File: src/jss_pkg.sv
// Shared types, constants and the fixed-point log function for the
// Jensen-Shannon similarity score block. No dependencies.
package jss_pkg;

    localparam int PROB_FRAC_BITS = 16;
    localparam int QUEUE_DEPTH    = 4;
    localparam int QPTR_W         = $clog2(QUEUE_DEPTH);

    localparam logic [6:0]         LEN_RESET = 7'd5;
    localparam logic signed [21:0] LN2_Q16   = 22'sd45426;
    localparam logic signed [17:0] SCORE_ONE = 18'sd65536;

    typedef enum logic [1:0] {
        BR_MATCH   = 2'd0,
        BR_CLOSER  = 2'd1,
        BR_FARTHER = 2'd2
    } t_branch;

    // One queued element pair with its vector position flags.
    typedef struct packed {
        logic [16:0] pred;
        logic [16:0] truep;
        logic [6:0]  len;
        logic        first;
        logic        last;
    } t_item;

    function automatic logic [16:0] ln_tab(input logic [4:0] k);
        logic [16:0] v;
        unique case (k)
            5'd0:    v = 17'd0;
            5'd1:    v = 17'd3973;
            5'd2:    v = 17'd7719;
            5'd3:    v = 17'd11262;
            5'd4:    v = 17'd14624;
            5'd5:    v = 17'd17821;
            5'd6:    v = 17'd20870;
            5'd7:    v = 17'd23783;
            5'd8:    v = 17'd26573;
            5'd9:    v = 17'd29248;
            5'd10:   v = 17'd31818;
            5'd11:   v = 17'd34292;
            5'd12:   v = 17'd36675;
            5'd13:   v = 17'd38975;
            5'd14:   v = 17'd41196;
            5'd15:   v = 17'd43345;
            5'd16:   v = 17'd45426;
            default: v = 17'd0;
        endcase
        return v;
    endfunction

    // ln(x / 2^16) in Q16: exponent from leading one, mantissa by table
    // plus linear interpolation over the low 12 bits.
    function automatic logic signed [21:0] fx_ln(input logic [17:0] x);
        logic [4:0]         e;
        logic [33:0]        sh;
        logic [15:0]        g;
        logic [16:0]        t0;
        logic [16:0]        t1;
        logic [24:0]        prod;
        logic signed [21:0] base;
        e = 5'd0;
        for (int k = 0; k < 18; k++) begin
            if (x[k]) e = 5'(k);
        end
        sh   = {x, 16'b0} >> e;
        g    = sh[15:0];
        t0   = ln_tab({1'b0, g[15:12]});
        t1   = ln_tab({1'b0, g[15:12]} + 5'd1);
        prod = 25'(t1 - t0) * 25'(g[11:0]) + 25'd2048;
        base = ($signed({17'b0, e}) - 22'sd16) * LN2_Q16;
        return base + $signed({5'b0, t0}) + $signed({9'b0, prod[24:12]});
    endfunction

endpackage

File: src/jss_front.sv
// Front end: holds the length register, counts elements, tags each pair
// with first/last flags. Depends on jss_pkg.
module jss_front import jss_pkg::*; #(
    parameter int MAX_LENGTH = 64
) (
    input  logic        i_clk,
    input  logic        i_rst_n,
    input  logic        i_cfg_we,
    input  logic [6:0]  i_cfg_data,
    input  logic        i_valid,
    output logic        o_stall,
    input  logic [16:0] i_pred_prob,
    input  logic [16:0] i_true_prob,
    input  logic        i_q_full,
    output logic        o_push,
    output t_item       o_item
);
    logic [6:0] r_len;
    logic [6:0] r_count;
    logic [6:0] n_count;
    logic [6:0] len_eff;
    logic [7:0] cnt_inc;

    always_comb begin
        if (r_len < 7'd2)                  len_eff = 7'd2;
        else if (int'(r_len) > MAX_LENGTH) len_eff = 7'(MAX_LENGTH);
        else                               len_eff = r_len;
    end

    assign o_stall = i_q_full;
    assign o_push  = i_valid && !i_q_full;
    assign cnt_inc = {1'b0, r_count} + 8'd1;

    always_comb begin
        o_item.pred  = i_pred_prob;
        o_item.truep = i_true_prob;
        o_item.len   = len_eff;
        o_item.first = (r_count == 7'd0);
        o_item.last  = (cnt_inc >= {1'b0, len_eff});
        n_count      = o_item.last ? 7'd0 : cnt_inc[6:0];
    end

    always_ff @(posedge i_clk) begin
        if (!i_rst_n) begin
            r_len   <= LEN_RESET;
            r_count <= 7'd0;
        end else begin
            if (i_cfg_we) r_len <= i_cfg_data;
            if (o_push)   r_count <= n_count;
        end
    end
endmodule

File: src/jss_queue.sv
// Short queue between the front and back ends.
// Depends on jss_pkg.
module jss_queue import jss_pkg::*; (
    input  logic  i_clk,
    input  logic  i_rst_n,
    input  logic  i_push,
    input  t_item i_item,
    input  logic  i_pop,
    output t_item o_item,
    output logic  o_full,
    output logic  o_empty
);
    t_item                 r_mem [QUEUE_DEPTH];
    logic [QPTR_W-1:0]     r_wptr;
    logic [QPTR_W-1:0]     r_rptr;
    logic [QPTR_W:0]       r_fill;

    assign o_full  = (r_fill == (QPTR_W+1)'(QUEUE_DEPTH));
    assign o_empty = (r_fill == '0);
    assign o_item  = r_mem[r_rptr];

    always_ff @(posedge i_clk) begin
        if (i_push) r_mem[r_wptr] <= i_item;
    end

    always_ff @(posedge i_clk) begin
        if (!i_rst_n) begin
            r_wptr <= '0;
            r_rptr <= '0;
            r_fill <= '0;
        end else begin
            if (i_push) r_wptr <= r_wptr + 1'b1;
            if (i_pop)  r_rptr <= r_rptr + 1'b1;
            r_fill <= r_fill + (QPTR_W+1)'(i_push) - (QPTR_W+1)'(i_pop);
        end
    end
endmodule

File: src/jss_back.sv
// Back end: log-term engine, four accumulators, shared restoring divider,
// score selection and output register. Depends on jss_pkg.
module jss_back import jss_pkg::*; (
    input  logic               i_clk,
    input  logic               i_rst_n,
    input  logic               i_q_empty,
    input  t_item              i_item,
    output logic               o_pop,
    output logic               o_valid,
    input  logic               i_stall,
    output logic signed [17:0] o_score,
    output logic [1:0]         o_branch
);
    typedef enum logic [9:0] {
        S_IDLE = 10'b0000000001,
        S_DIV  = 10'b0000000010,
        S_LNS  = 10'b0000000100,
        S_LNA  = 10'b0000001000,
        S_LNB  = 10'b0000010000,
        S_MULB = 10'b0000100000,
        S_TERM = 10'b0001000000,
        S_ACC  = 10'b0010000000,
        S_SCOR = 10'b0100000000,
        S_OUT  = 10'b1000000000
    } t_state;

    typedef enum logic [1:0] {
        DK_UNI = 2'd0,
        DK_TP  = 2'd1,
        DK_PU  = 2'd2
    } t_divkind;

    t_state             r_state;
    t_item              r_item;
    logic [1:0]         r_pair;
    logic signed [39:0] r_acc [4];
    logic [16:0]        r_u;
    logic [6:0]         r_u_len;
    logic               r_u_ok;
    logic signed [22:0] r_lm;
    logic signed [21:0] r_la;
    logic signed [21:0] r_lb;
    logic signed [39:0] r_pa;
    logic signed [39:0] r_pb;
    logic signed [39:0] r_term;
    logic [39:0]        r_rem;
    logic [39:0]        r_den;
    logic [16:0]        r_feed;
    logic [16:0]        r_quo;
    logic [4:0]         r_dcnt;
    t_divkind           r_dkind;
    logic signed [17:0] r_res_score;
    logic [1:0]         r_res_branch;
    logic signed [17:0] r_score;
    logic [1:0]         r_branch;
    logic               r_ovalid;

    logic [16:0]        a_op;
    logic [16:0]        b_op;
    logic [16:0]        pt_op;
    logic signed [21:0] ln_out;
    logic [17:0]        ln_in;
    logic [40:0]        dv_t;
    logic               dv_ge;
    logic signed [40:0] sum_ab;
    logic signed [40:0] acc_sum;
    logic signed [39:0] acc_sat;
    logic               out_free;

    assign pt_op = r_item.first ? 17'd65536 : 17'd0;

    always_comb begin
        unique case (r_pair)
            2'd0: begin a_op = r_item.pred;  b_op = r_item.truep; end
            2'd1: begin a_op = r_item.truep; b_op = r_u;          end
            2'd2: begin a_op = r_item.pred;  b_op = r_u;          end
            default: begin a_op = r_u;       b_op = pt_op;        end
        endcase
    end

    always_comb begin
        priority case (1'b1)
            r_state == S_LNS: ln_in = {1'b0, a_op} + {1'b0, b_op};
            r_state == S_LNA: ln_in = {1'b0, a_op};
            default:          ln_in = {1'b0, b_op};
        endcase
        ln_out = fx_ln(ln_in);
    end

    assign dv_t    = {r_rem, r_feed[16]};
    assign dv_ge   = dv_t >= {1'b0, r_den};
    assign sum_ab  = 41'(r_pa) + 41'(r_pb);
    assign acc_sum = 41'(r_acc[r_pair]) + 41'(r_term);

    always_comb begin
        if (acc_sum > 41'sh7F_FFFF_FFFF)        acc_sat = 40'sh7F_FFFF_FFFF;
        else if (acc_sum < -41'sh80_0000_0000)  acc_sat = 40'sh80_0000_0000;
        else                                    acc_sat = acc_sum[39:0];
    end

    assign out_free = !r_ovalid || !i_stall;
    assign o_pop    = (r_state == S_IDLE) && !i_q_empty;
    assign o_valid  = r_ovalid;
    assign o_score  = r_score;
    assign o_branch = r_branch;

    always_ff @(posedge i_clk) begin
        if (!i_rst_n) begin
            r_state  <= S_IDLE;
            r_pair   <= 2'd0;
            r_u_ok   <= 1'b0;
            r_ovalid <= 1'b0;
            for (int k = 0; k < 4; k++) r_acc[k] <= '0;
        end else begin
            if (r_ovalid && !i_stall && r_state != S_OUT) r_ovalid <= 1'b0;
            unique case (r_state)
                S_IDLE: if (!i_q_empty) begin
                    r_item <= i_item;
                    r_pair <= 2'd0;
                    if (r_u_ok && r_u_len == i_item.len) begin
                        r_state <= S_LNS;
                    end else begin
                        r_rem   <= '0;
                        r_den   <= {33'b0, i_item.len};
                        r_feed  <= 17'd65536 + {11'b0, i_item.len[6:1]};
                        r_dcnt  <= 5'd17;
                        r_dkind <= DK_UNI;
                        r_state <= S_DIV;
                    end
                end
                S_DIV: begin
                    r_rem  <= dv_ge ? 40'(dv_t - {1'b0, r_den}) : dv_t[39:0];
                    r_feed <= {r_feed[15:0], 1'b0};
                    r_quo  <= {r_quo[15:0], dv_ge};
                    r_dcnt <= r_dcnt - 5'd1;
                    if (r_dcnt == 5'd1) begin
                        unique case (r_dkind)
                            DK_UNI: begin
                                r_u     <= {r_quo[15:0], dv_ge};
                                r_u_len <= r_item.len;
                                r_u_ok  <= 1'b1;
                                r_state <= S_LNS;
                            end
                            DK_TP: begin
                                r_res_score <= SCORE_ONE
                                             - $signed({2'b0, r_quo[14:0], dv_ge});
                                r_state <= S_OUT;
                            end
                            default: begin
                                r_res_score <= -$signed({2'b0, r_quo[14:0], dv_ge});
                                r_state <= S_OUT;
                            end
                        endcase
                    end
                end
                S_LNS: begin
                    r_lm    <= 23'(ln_out) - 23'(LN2_Q16);
                    r_state <= S_LNA;
                end
                S_LNA: begin
                    r_la    <= ln_out;
                    r_state <= S_LNB;
                end
                S_LNB: begin
                    r_pa    <= (a_op != 17'd0)
                             ? 40'($signed({1'b0, a_op})) * 40'(23'(r_la) - r_lm) : '0;
                    r_lb    <= ln_out;
                    r_state <= S_MULB;
                end
                S_MULB: begin
                    r_pb    <= (b_op != 17'd0)
                             ? 40'($signed({1'b0, b_op})) * 40'(23'(r_lb) - r_lm) : '0;
                    r_state <= S_TERM;
                end
                S_TERM: begin
                    // halve, rounding toward zero
                    r_term  <= 40'((sum_ab + 41'(sum_ab < 0)) >>> 1);
                    r_state <= S_ACC;
                end
                S_ACC: begin
                    r_acc[r_pair] <= acc_sat;
                    r_pair        <= r_pair + 2'd1;
                    if (r_pair != 2'd3)     r_state <= S_LNS;
                    else if (r_item.last)   r_state <= S_SCOR;
                    else                    r_state <= S_IDLE;
                end
                S_SCOR: begin
                    r_dcnt <= 5'd16;
                    r_feed <= '0;
                    priority if (r_acc[0] <= 0) begin
                        r_res_score  <= SCORE_ONE;
                        r_res_branch <= BR_MATCH;
                        r_state      <= S_OUT;
                    end else if (r_acc[0] < r_acc[1]) begin
                        r_res_branch <= BR_CLOSER;
                        r_rem        <= r_acc[0];
                        r_den        <= r_acc[1];
                        r_dkind      <= DK_TP;
                        r_state      <= S_DIV;
                    end else begin
                        r_res_branch <= BR_FARTHER;
                        if (r_acc[3] <= 0 || r_acc[2] >= r_acc[3]) begin
                            r_res_score <= -SCORE_ONE;
                            r_state     <= S_OUT;
                        end else if (r_acc[2] <= 0) begin
                            r_res_score <= '0;
                            r_state     <= S_OUT;
                        end else begin
                            r_rem   <= r_acc[2];
                            r_den   <= r_acc[3];
                            r_dkind <= DK_PU;
                            r_state <= S_DIV;
                        end
                    end
                end
                S_OUT: if (out_free) begin
                    r_ovalid <= 1'b1;
                    r_score  <= r_res_score;
                    r_branch <= r_res_branch;
                    for (int k = 0; k < 4; k++) r_acc[k] <= '0;
                    r_state  <= S_IDLE;
                end
                default: r_state <= S_IDLE;
            endcase
        end
    end
endmodule

File: src/jensen_shannon_similarity_score.sv
// Top level of the Jensen-Shannon similarity score block.
// Depends on jss_pkg, jss_front, jss_queue and jss_back.
//
// - Input channel: i_in_valid / o_in_stall carry one element pair request
//   (i_pred_prob, i_true_prob), unsigned Q1.16.
// - Output channel: o_out_valid / i_out_stall carry one score per vector:
//   o_score (signed Q1.16, -1..1) and o_branch_taken (0 match, 1 closer
//   than uniform, 2 farther than uniform).
// - i_cfg_we / i_cfg_data write the vector length N (clamped 2..MAX_LENGTH).
// - Per pair: the back end pops it, recomputes the uniform element on the
//   divider when N differs from the cached value, then computes four JS
//   terms of six steps each on one shared log unit.
// - After the last pair: S_SCOR picks the branch, the 1-bit-per-cycle
//   divider runs on the ratio branches, and S_OUT loads the output
//   register once it is free.
// - A 4-entry queue lets the front take pairs while the back is busy.
// - Reset (synchronous, active low) clears state and output valid; N = 5.
// - While i_out_stall holds, the score stays put; the back finishes its
//   current vector and holds the next score until the register frees.
module jensen_shannon_similarity_score import jss_pkg::*; #(
    parameter int MAX_LENGTH = 64
) (
    input  logic               i_clk,
    input  logic               i_rst_n,
    input  logic               i_cfg_we,
    input  logic [6:0]         i_cfg_data,
    input  logic               i_in_valid,
    output logic               o_in_stall,
    input  logic [16:0]        i_pred_prob,
    input  logic [16:0]        i_true_prob,
    output logic               o_out_valid,
    input  logic               i_out_stall,
    output logic signed [17:0] o_score,
    output logic [1:0]         o_branch_taken
);
    t_item q_in;
    t_item q_out;
    logic  q_push;
    logic  q_pop;
    logic  q_full;
    logic  q_empty;

    jss_front #(.MAX_LENGTH(MAX_LENGTH)) u_front (
        .i_clk       (i_clk),
        .i_rst_n     (i_rst_n),
        .i_cfg_we    (i_cfg_we),
        .i_cfg_data  (i_cfg_data),
        .i_valid     (i_in_valid),
        .o_stall     (o_in_stall),
        .i_pred_prob (i_pred_prob),
        .i_true_prob (i_true_prob),
        .i_q_full    (q_full),
        .o_push      (q_push),
        .o_item      (q_in)
    );

    jss_queue u_queue (
        .i_clk   (i_clk),
        .i_rst_n (i_rst_n),
        .i_push  (q_push),
        .i_item  (q_in),
        .i_pop   (q_pop),
        .o_item  (q_out),
        .o_full  (q_full),
        .o_empty (q_empty)
    );

    jss_back u_back (
        .i_clk     (i_clk),
        .i_rst_n   (i_rst_n),
        .i_q_empty (q_empty),
        .i_item    (q_out),
        .o_pop     (q_pop),
        .o_valid   (o_out_valid),
        .i_stall   (i_out_stall),
        .o_score   (o_score),
        .o_branch  (o_branch_taken)
    );

    a_branch_code: assert property (@(posedge i_clk) disable iff (!i_rst_n)
        o_out_valid |-> o_branch_taken != 2'd3)
        else $error("invalid branch code");

    a_match_one: assert property (@(posedge i_clk) disable iff (!i_rst_n)
        o_out_valid && o_branch_taken == BR_MATCH |-> o_score == SCORE_ONE)
        else $error("match branch without score of one");

    a_closer_pos: assert property (@(posedge i_clk) disable iff (!i_rst_n)
        o_out_valid && o_branch_taken == BR_CLOSER |-> !o_score[17])
        else $error("closer branch with negative score");

    a_farther_nonpos: assert property (@(posedge i_clk) disable iff (!i_rst_n)
        o_out_valid && o_branch_taken == BR_FARTHER |-> o_score <= 0)
        else $error("farther branch with positive score");
endmodule
File: config.mk
export PLATFORM = sky130hd
export DESIGN_NAME = jensen_shannon_similarity_score
export DESIGN_NICKNAME = d
export VERILOG_FILES = /design/src/jss_pkg.sv /design/src/jss_front.sv /design/src/jss_queue.sv /design/src/jss_back.sv /design/src/jensen_shannon_similarity_score.sv
export SDC_FILE = /design/constraint.sdc
export NUM_CORES = 2
export LEC_CHECK = 0
export BUFFER_PORTS_ARGS = -buffer_cell sky130_fd_sc_hd__buf_2
export CAP_MARGIN = 20
export CORE_MARGIN = 3
export CORE_UTILIZATION = 44
export CTS_CLUSTER_DIAMETER = 40
export DETAILED_ROUTE_END_ITERATION = 8
export GPL_ROUTABILITY_DRIVEN = 0
export MAX_ROUTING_LAYER = met4
export PLACE_DENSITY = 0.59
export SKIP_CTS_REPAIR_TIMING = 1
export SLEW_MARGIN = 20
export SYNTH_ARGS = -nofsm -noshare
export SYNTH_HDL_FRONTEND = slang
export SYNTH_SLANG_ARGS = --single-unit
File: constraint.sdc
create_clock -name i_clk -period 43.7 [get_ports i_clk]
set_input_delay 2.185 -clock i_clk [delete_from_list [all_inputs] [get_ports i_clk]]
set_output_delay 2.185 -clock i_clk [all_outputs]
set_load 0.02 [all_outputs]
[Yosys cells after proc, flatten, opt, wreduce, memory -nomap -nowiden]
Memory sizes are Yosys's and may differ from the RTL's. A register that Yosys moved wholly into a read port is not among the register bits.
Cells that the tools add are included.
Storage, ports and cells
  flip-flop bits (word level): 449
  memory bits (writable): 332
  bits in read-only memories: 768
  input port bits: 46
  output and inout bits: 22
  word-level logic and storage cells: 252
  memories: 4
Memories
  (name not given): words 32, width 16, read ports 1, clocked after memory_dff 0, wr ports 0, RTL line jss_pkg.sv:30  | unique case (k)
  (name not given): words 16, width 16, read ports 1, clocked after memory_dff 0, wr ports 0, RTL line jss_pkg.sv:30
  u_queue.r_mem: words 4, width 43, read ports 1, clocked after memory_dff 1, wr ports 1, RTL line jss_queue.sv:13  | t_item r_mem [QUEUE_DEPTH];
  u_back.r_acc: words 4, width 40, read ports 5, clocked after memory_dff 1, wr ports 4, RTL line jss_back.sv:36  | logic signed [39:0] r_acc [4];
Operators by class
  $add $sub $neg: 24
  multipliers: 4
  magnitude comparators: 12
  equal/unequal tests: 28
  shifts and indexed selects: 1
  muxes and demuxes: 101
  bitwise logic cells: 5
  reductions and logical operators: 41
Operator list (count)
  $mux W40: 20
  $le A40 B1 Y1 const B: 3
  $pmux W40 S3: 1
  $mux W18: 6
  $pmux W10 S10: 1
  $mux W10: 9
  $add A40 B40 Y41: 2
  $mul A17 B40 Y40: 2
  $pmux W40 S2: 1
  $pmux W18 S2: 2
  $mux W17: 4
  $pmux W17 S2: 2
  $pmux W17 S3: 1
  $sub A22 B23 Y24: 2
  $add A41 B1 Y41: 1
  $ge A41 B40 Y1: 1
  $gt A41 B40 Y1 const B: 1
  $lt A41 B1 Y1 const B: 1
  $lt A41 B40 Y1 const B: 1
  $ge A40 B40 Y1: 1
  $lt A40 B40 Y1: 1
  $reduce_or A40 Y1: 1
  $sub A40 B40 Y40: 1
  $reduce_bool A17 Y1: 2
  67 further kinds: 149

[Depth between registers and ports, before layout]
An unclocked memory read counts as a cell.
  word-level depth: 30
  gate-level depth with buffers: 86
  depth with buffers taken out: 78

[Modules after synthesis]
Synthesis repeated with hierarchy kept, for this count alone.
Unflattened totals
  cell total of the unflattened synthesis: 8421
  area total of the unflattened synthesis: 83067.2 sq um
Modules (own cells, without submodules)
  jss_back: instances 1, cells an instance 8005, area each 75199.6 sq um, sequential area each 17556.8 sq um
  jss_queue: instances 1, cells an instance 268, area each 6702.7 sq um, sequential area each 5345.1 sq um
  jss_front: instances 1, cells an instance 148, area each 1164.9 sq um, sequential area each 280.3 sq um

[Worst setup path after synthesis]
No wires, ideal clock.
  path type: reg-to-reg
  start: register u_back.r_pair[0]
  end: register u_back.r_lm[21] (data pin)
  library setup time: 265 ps
  data arrival time: 17538 ps
  required time: 43435 ps
  slack: 25897 ps
  cell stages (with the launch flop): 82
  path buffers: 11
  period minus slack after synthesis: 17803 ps
  path through: dfxtp_1 > ha_1 > buf_2 > clkbuf_1 > clkbuf_1 > buf_2 > clkbuf_1 > or2_2 > clkbuf_1 > inv_1 > clkbuf_1 > ha_1 > inv_1 > nor3_1 > nor4b_2 > o31ai_1 > a211o_1 > a211oi_1 > (+46 left out) > o21ai_0 > a21boi_0 > o21a_1 > o21a_1 > o21a_1 > nor2_1 > xnor3_1 > fa_1 > ha_1 > a21oi_1 > o21ai_0 > a211oi_1 > nor2_1 > o311ai_0 > or2_2 > a21oi_1 > a211o_1 > xnor2_1
On the way
  longest elaborated chain between the ends: 30
  elaborated cells between the ends (all ways): 39
  classes of those cells: add/sub: 8; mul: 2; eq/ne: 2; shift: 1; mux: 21; reduce/logical: 3; memory: 2
Ends and longest elaborated chain
  from (decl): RTL line jss_back.sv:35  | logic [1:0] r_pair;
  from (signal assigned): RTL line jss_back.sv:182  | r_pair <= r_pair + 2'd1;
  $eq A2 B2 Y1, or another cell as far along: RTL line jss_back.sv:73  | unique case (r_pair)
  $reduce_or A2 Y1 (no source line)
  $pmux W17 S2: RTL line jss_back.sv:73
  $add A17 B17 Y18 or $mux W17 (tied branches): RTL line jss_back.sv:83, jss_back.sv:82
  $mux W18 (*): RTL line jss_back.sv:82  | priority case (1'b1)
  $mux W1: RTL line jss_pkg.sv:65  | if (x[k]) e = 5'(k);
  $mux W2 (2 in a row): RTL line jss_pkg.sv:65
  $mux W3 (4 in a row): RTL line jss_pkg.sv:65
  (+10 left out)
  $shr A34 B5 Y16: RTL line jss_pkg.sv:67  | sh = {x, 16'b0} >> e;
  $add A4 B1 Y5: RTL line jss_pkg.sv:70  | t1 = ln_tab({1'b0, g[15:12]} + 5'd1);
  $mem_v2 Z32 W16
  $sub A17 B17 Y18: RTL line jss_pkg.sv:71  | prod = 25'(t1 - t0) * 25'(g[11:0]) + 25'd2048;
  $mul A25 B12 Y25: RTL line jss_pkg.sv:71
  $add A25 B12 Y25: RTL line jss_pkg.sv:71
  $add A22 B14 Y22 (*): RTL line jss_pkg.sv:73  | return base + $signed({5'b0, t0}) + $signed({9'b0, prod[24:12]});
  $sub A22 B17 Y23 (*): RTL line jss_back.sv:157  | r_lm <= 23'(ln_out) - 23'(LN2_Q16);
  to (signal assigned): RTL line jss_back.sv:157
  to (decl): RTL line jss_back.sv:40  | logic signed [22:0] r_lm;
Mark *: on every way between the ends. The rest lies on a longest branch, timed or not.
A chain may end at the register's enable or synchronous reset.

[Worst setup path after layout]
  start: register u_back.r_pair[0]
  end: register u_back.r_lm[21] (data pin)
On the way
  longest elaborated chain between the ends: 30
  elaborated cells between the ends (all ways): 39
  classes of those cells: add/sub: 8; mul: 2; eq/ne: 2; shift: 1; mux: 21; reduce/logical: 3; memory: 2
Ends and longest elaborated chain
  $eq A2 B2 Y1, or another cell as far along: RTL line jss_back.sv:73
  $reduce_or A2 Y1 (no source line)
  $pmux W17 S2: RTL line jss_back.sv:73
  $add A17 B17 Y18 or $mux W17 (tied branches): RTL line jss_back.sv:83, jss_back.sv:82
  $mux W18 (*): RTL line jss_back.sv:82
  $mux W1: RTL line jss_pkg.sv:65
  $mux W2 (2 in a row): RTL line jss_pkg.sv:65
  $mux W3 (4 in a row): RTL line jss_pkg.sv:65
  (+11 left out)
  $add A4 B1 Y5: RTL line jss_pkg.sv:70
  $mem_v2 Z32 W16
  $sub A17 B17 Y18: RTL line jss_pkg.sv:71
  $mul A25 B12 Y25: RTL line jss_pkg.sv:71
  $add A25 B12 Y25: RTL line jss_pkg.sv:71
  $add A22 B14 Y22 (*): RTL line jss_pkg.sv:73
  via u_back.ln_out[19]: RTL line jss_back.sv:61  | logic signed [21:0] ln_out;
  $sub A22 B17 Y23 (*): RTL line jss_back.sv:157
Mark *: on every way through the listed nets, which the timed path passes. The rest lies on a longest branch.

==> Implementation_results.wiki <==
{| class="wikitable"
! Metric !! Value
|-
| Remaining antenna violation count after routing || 0
|-
| Area of the core || 186000 sq um
|-
| Number of pins with negative max-slew slack in the final report || 0
|-
| Setup repair after global routing missed its margin || false
|-
| DRC violation count after routing || 0
|-
| Per-cell via count in the routed design || 5.56
|-
| Startpoint type of the worst setup path || flip-flop
|-
| Largest net degree at the start of global routing || 85
|-
| Number of distinct library cells after synthesis || 102
|-
| Required time of the critical path || 44.23 ns
|-
| Number of ports placed on the die boundary || 68
|-
| Transition time at the pin with the least slew margin || ~1.2 ns
|-
| Layout Area Growth over Synthesis || 10.1%
|-
| Proportion of layout cells with a drive suffix above 1 || 7.77%
|-
| Clock skew after layout || 0.0709 ns
|-
| Syn Std Cell Area || 82300 sq um
|-
| Share of Yosys cell area claimed by the top area cell type || 27.2%
|-
| Final TNS setup || 0 ns
|-
| Largest area contributor in the synthesized netlist || edfxtp_1
|-
| Number of buffers created by CTS || about 140
|-
| X dimension of the die || 438 um
|-
| Worst Hold Class || flip-flop to flip-flop
|-
| Count of routing violations after the opening detailed-route iteration || 5174
|-
| Sequential element share of the synthesized area || around 28%
|-
| Setup violations, final || 0
|-
| Critical Path Max Stage Delay || 0.71 ns
|-
| Gr usage total || about a quarter
|-
| Longest Clk Path Bufs || 3
|-
| DP HPWL || 190000 um
|-
| Crit path max fanout || 24
|-
| Hold slack final || 0.394 ns
|-
| Final-report hold violation count || 0
|-
| Worst R2R Setup Slack || 22.83 ns
|-
| Min Clock Period, post-route || about 21 ns
|-
| Final global-route overflow total || 0
|-
| Number of antenna violations at the first check in global routing || 9
|-
| Total wirelength of the detailed-routed design || 241000 um
|-
| Placement Rows || 158
|-
| Achievable frequency || 47.9 MHz
|-
| Slew Limit Headroom || 17.4%
|-
| Share of async-settable or async-resettable flops after synthesis || 0%
|-
| Global-route wire length before repair || 372000 um
|-
| Warnings from Yosys || 0
|-
| CTS tree || built
|-
| Clock-pin transition on the worst setup and hold timing paths || 0.05 ns
|-
| Classification of the worst setup path || flip-flop to flip-flop
|-
| Syn nets || 9861
|-
| Predominant post-synthesis flop cell || edfxtp_1
|-
| Die Area || 192000 sq um
|-
| Vertical die dimension || 438 um
|-
| Number of instances in the synthesized netlist || 8253
|-
| Crit path top cell by count || inv_1
|-
| Clock insertion delay at the later pin of the skew report || 0.82 ns
|-
| Vias in the first global route || 62313
|-
| Top Metal Used || met4
|-
| Result of the run || complete, no violations
|-
| Via count || 60580
|-
| Drt pass-1 iters || 7
|-
| Synth top cells by count || inv_1 (1346), fa_1 (982), nand2_1 (905), edfxtp_1 (746), nor2_1 (694)
|-
| Max_cap viols || 0
|-
| CTS root buf || clkbuf_16
|-
| Post-synthesis register bit count || 785
|-
| Total of buffers placed on input and output ports || between 60 and 70
|-
| CTS sink cnt || 785
|-
| Arrival time of data at the critical path endpoint || ~21 ns
|-
| Kind of end point of the critical path || flip-flop
|-
| Layout Nets || approximately 10000
|-
| Final critical-path share of the clock period || 47.7%
|-
| Routed metal-1 wirelength || 100000 um
|-
| Starting utilization of the core area || 44.3%
|-
| Met2 routed wirelength || ~110000 um
|-
| Cells taking the most area after synthesis || edfxtp_1 (27%), fa_1 (24%), ha_1 (8.8%)
|-
| H-tree depth reported by CTS || 4
|-
| Post-DR wirelength/cell || between 20 and 25 um
|-
| Critical-path cell with the highest stage delay || ha_1
|-
| Post-Synthesis Mean Instance Area || 9.97 sq um
|-
| Sum of met3 wire segment lengths after detailed routing || 15200 um
|-
| Leading cell type by number of instances after synthesis || inv_1
|-
| Count of flip-flops with a built-in enable after synthesis || approximately 750
|}
## layout make-up
cell class              instances  area (sq um)
fillers                     17000         95100
multi-input cells            5834         53100
flip-flops and latches        785         23200
inverters                    1353          5080
clock buffers                 151          3490
well taps                    2480          3100
repair buffers                195          1330
clock inverters                97          1230
diodes                          6          15.0
## critical path, delay by kind of cell, from the launching register on
| kind | cells | cell delay [ns] |
|---|---|---|
| XOR/XNOR | 4 | 1.07 |
| multiplexers | 1 | 0.16 |
| AND/OR/NAND/NOR | 15 | 2.48 |
| AO/OA/AOI/OAI | 29 | 7.45 |
| flip-flops | 1 | 0.33 |
| buffers and inverters | 13 | 2.93 |
| adder cells (fa/ha/maj) | 13 | 6.13 |
## path summary, 6_finish.rpt
path / start / end / cells after the start
worst max-delay path: u_back.r_pair[0] / u_back.r_lm[21] / 75
worst min-delay path: u_back.r_item[7] / u_back.r_u_len[5] / 0
worst max register to register: u_back.r_pair[0] / u_back.r_lm[21] / 75
worst min register to register: u_back.r_item[7] / u_back.r_u_len[5] / 0
## placed cells by master (no fill, tap or decap), types with 136 or more instances in the layout
master	netlist	layout
a21oi_1	288	286
nor2_1	694	684
inv_1	1346	1346
edfxtp_1	746	746
ha_1	580	579
nand2_1	905	901
o21ai_0	195	193
xnor2_1	290	285
fa_1	982	982
clkbuf_16	0	136
and2_1	227	221
## through the flow
stage / instances / worst slack [ns] / cell area, sq um / utilization, %
floorplan: 8253 / 25.90 / 82300 / -
global placement: 10643 / 23.48 / 85700 / 46.2
detailed placement: 10645 / 23.08 / 85800 / 46.2
CTS: 10893 / 23.01 / 90500 / 48.8
global route: 10899 / 21.35 / 90500 / 48.8
finish: 10901 / 22.83 / 90600 / 48.8
## cell families after synthesis
kind of cell	synth area share, %
AO/OA/AOI/OAI	9.19
XOR/XNOR	4.36
adder cells (fa/ha/maj)	32.8
buffers and inverters	7.51
flip-flops	28.2
multiplexers	4.04
AND/OR/NAND/NOR	14.0
## state kept, by name, summed over array words and instances, names as in the netlist, 18 cells and up, named ones only
register,cells
u_back.r_den,40
u_back.r_rem,40
u_back.r_term,40
u_back.o_score,18
u_back.r_acc,160
u_back.r_pa,40
u_back.r_item,43
u_back.r_res_score,18
u_back.r_pb,40
u_back.r_la,22
u_back.r_lb,22
u_back.r_lm,23
u_queue.r_mem,172
## layer usage
layer	vias up	track usage, %
met2	2224	41.4
met5	-	-
met1	30389	33.1
met3	508	3.87
met4	0	11.3
li1	27459	-
Power is not shown: default switching activity piles up to over one toggle a cycle in this logic, so the estimate is an artifact.
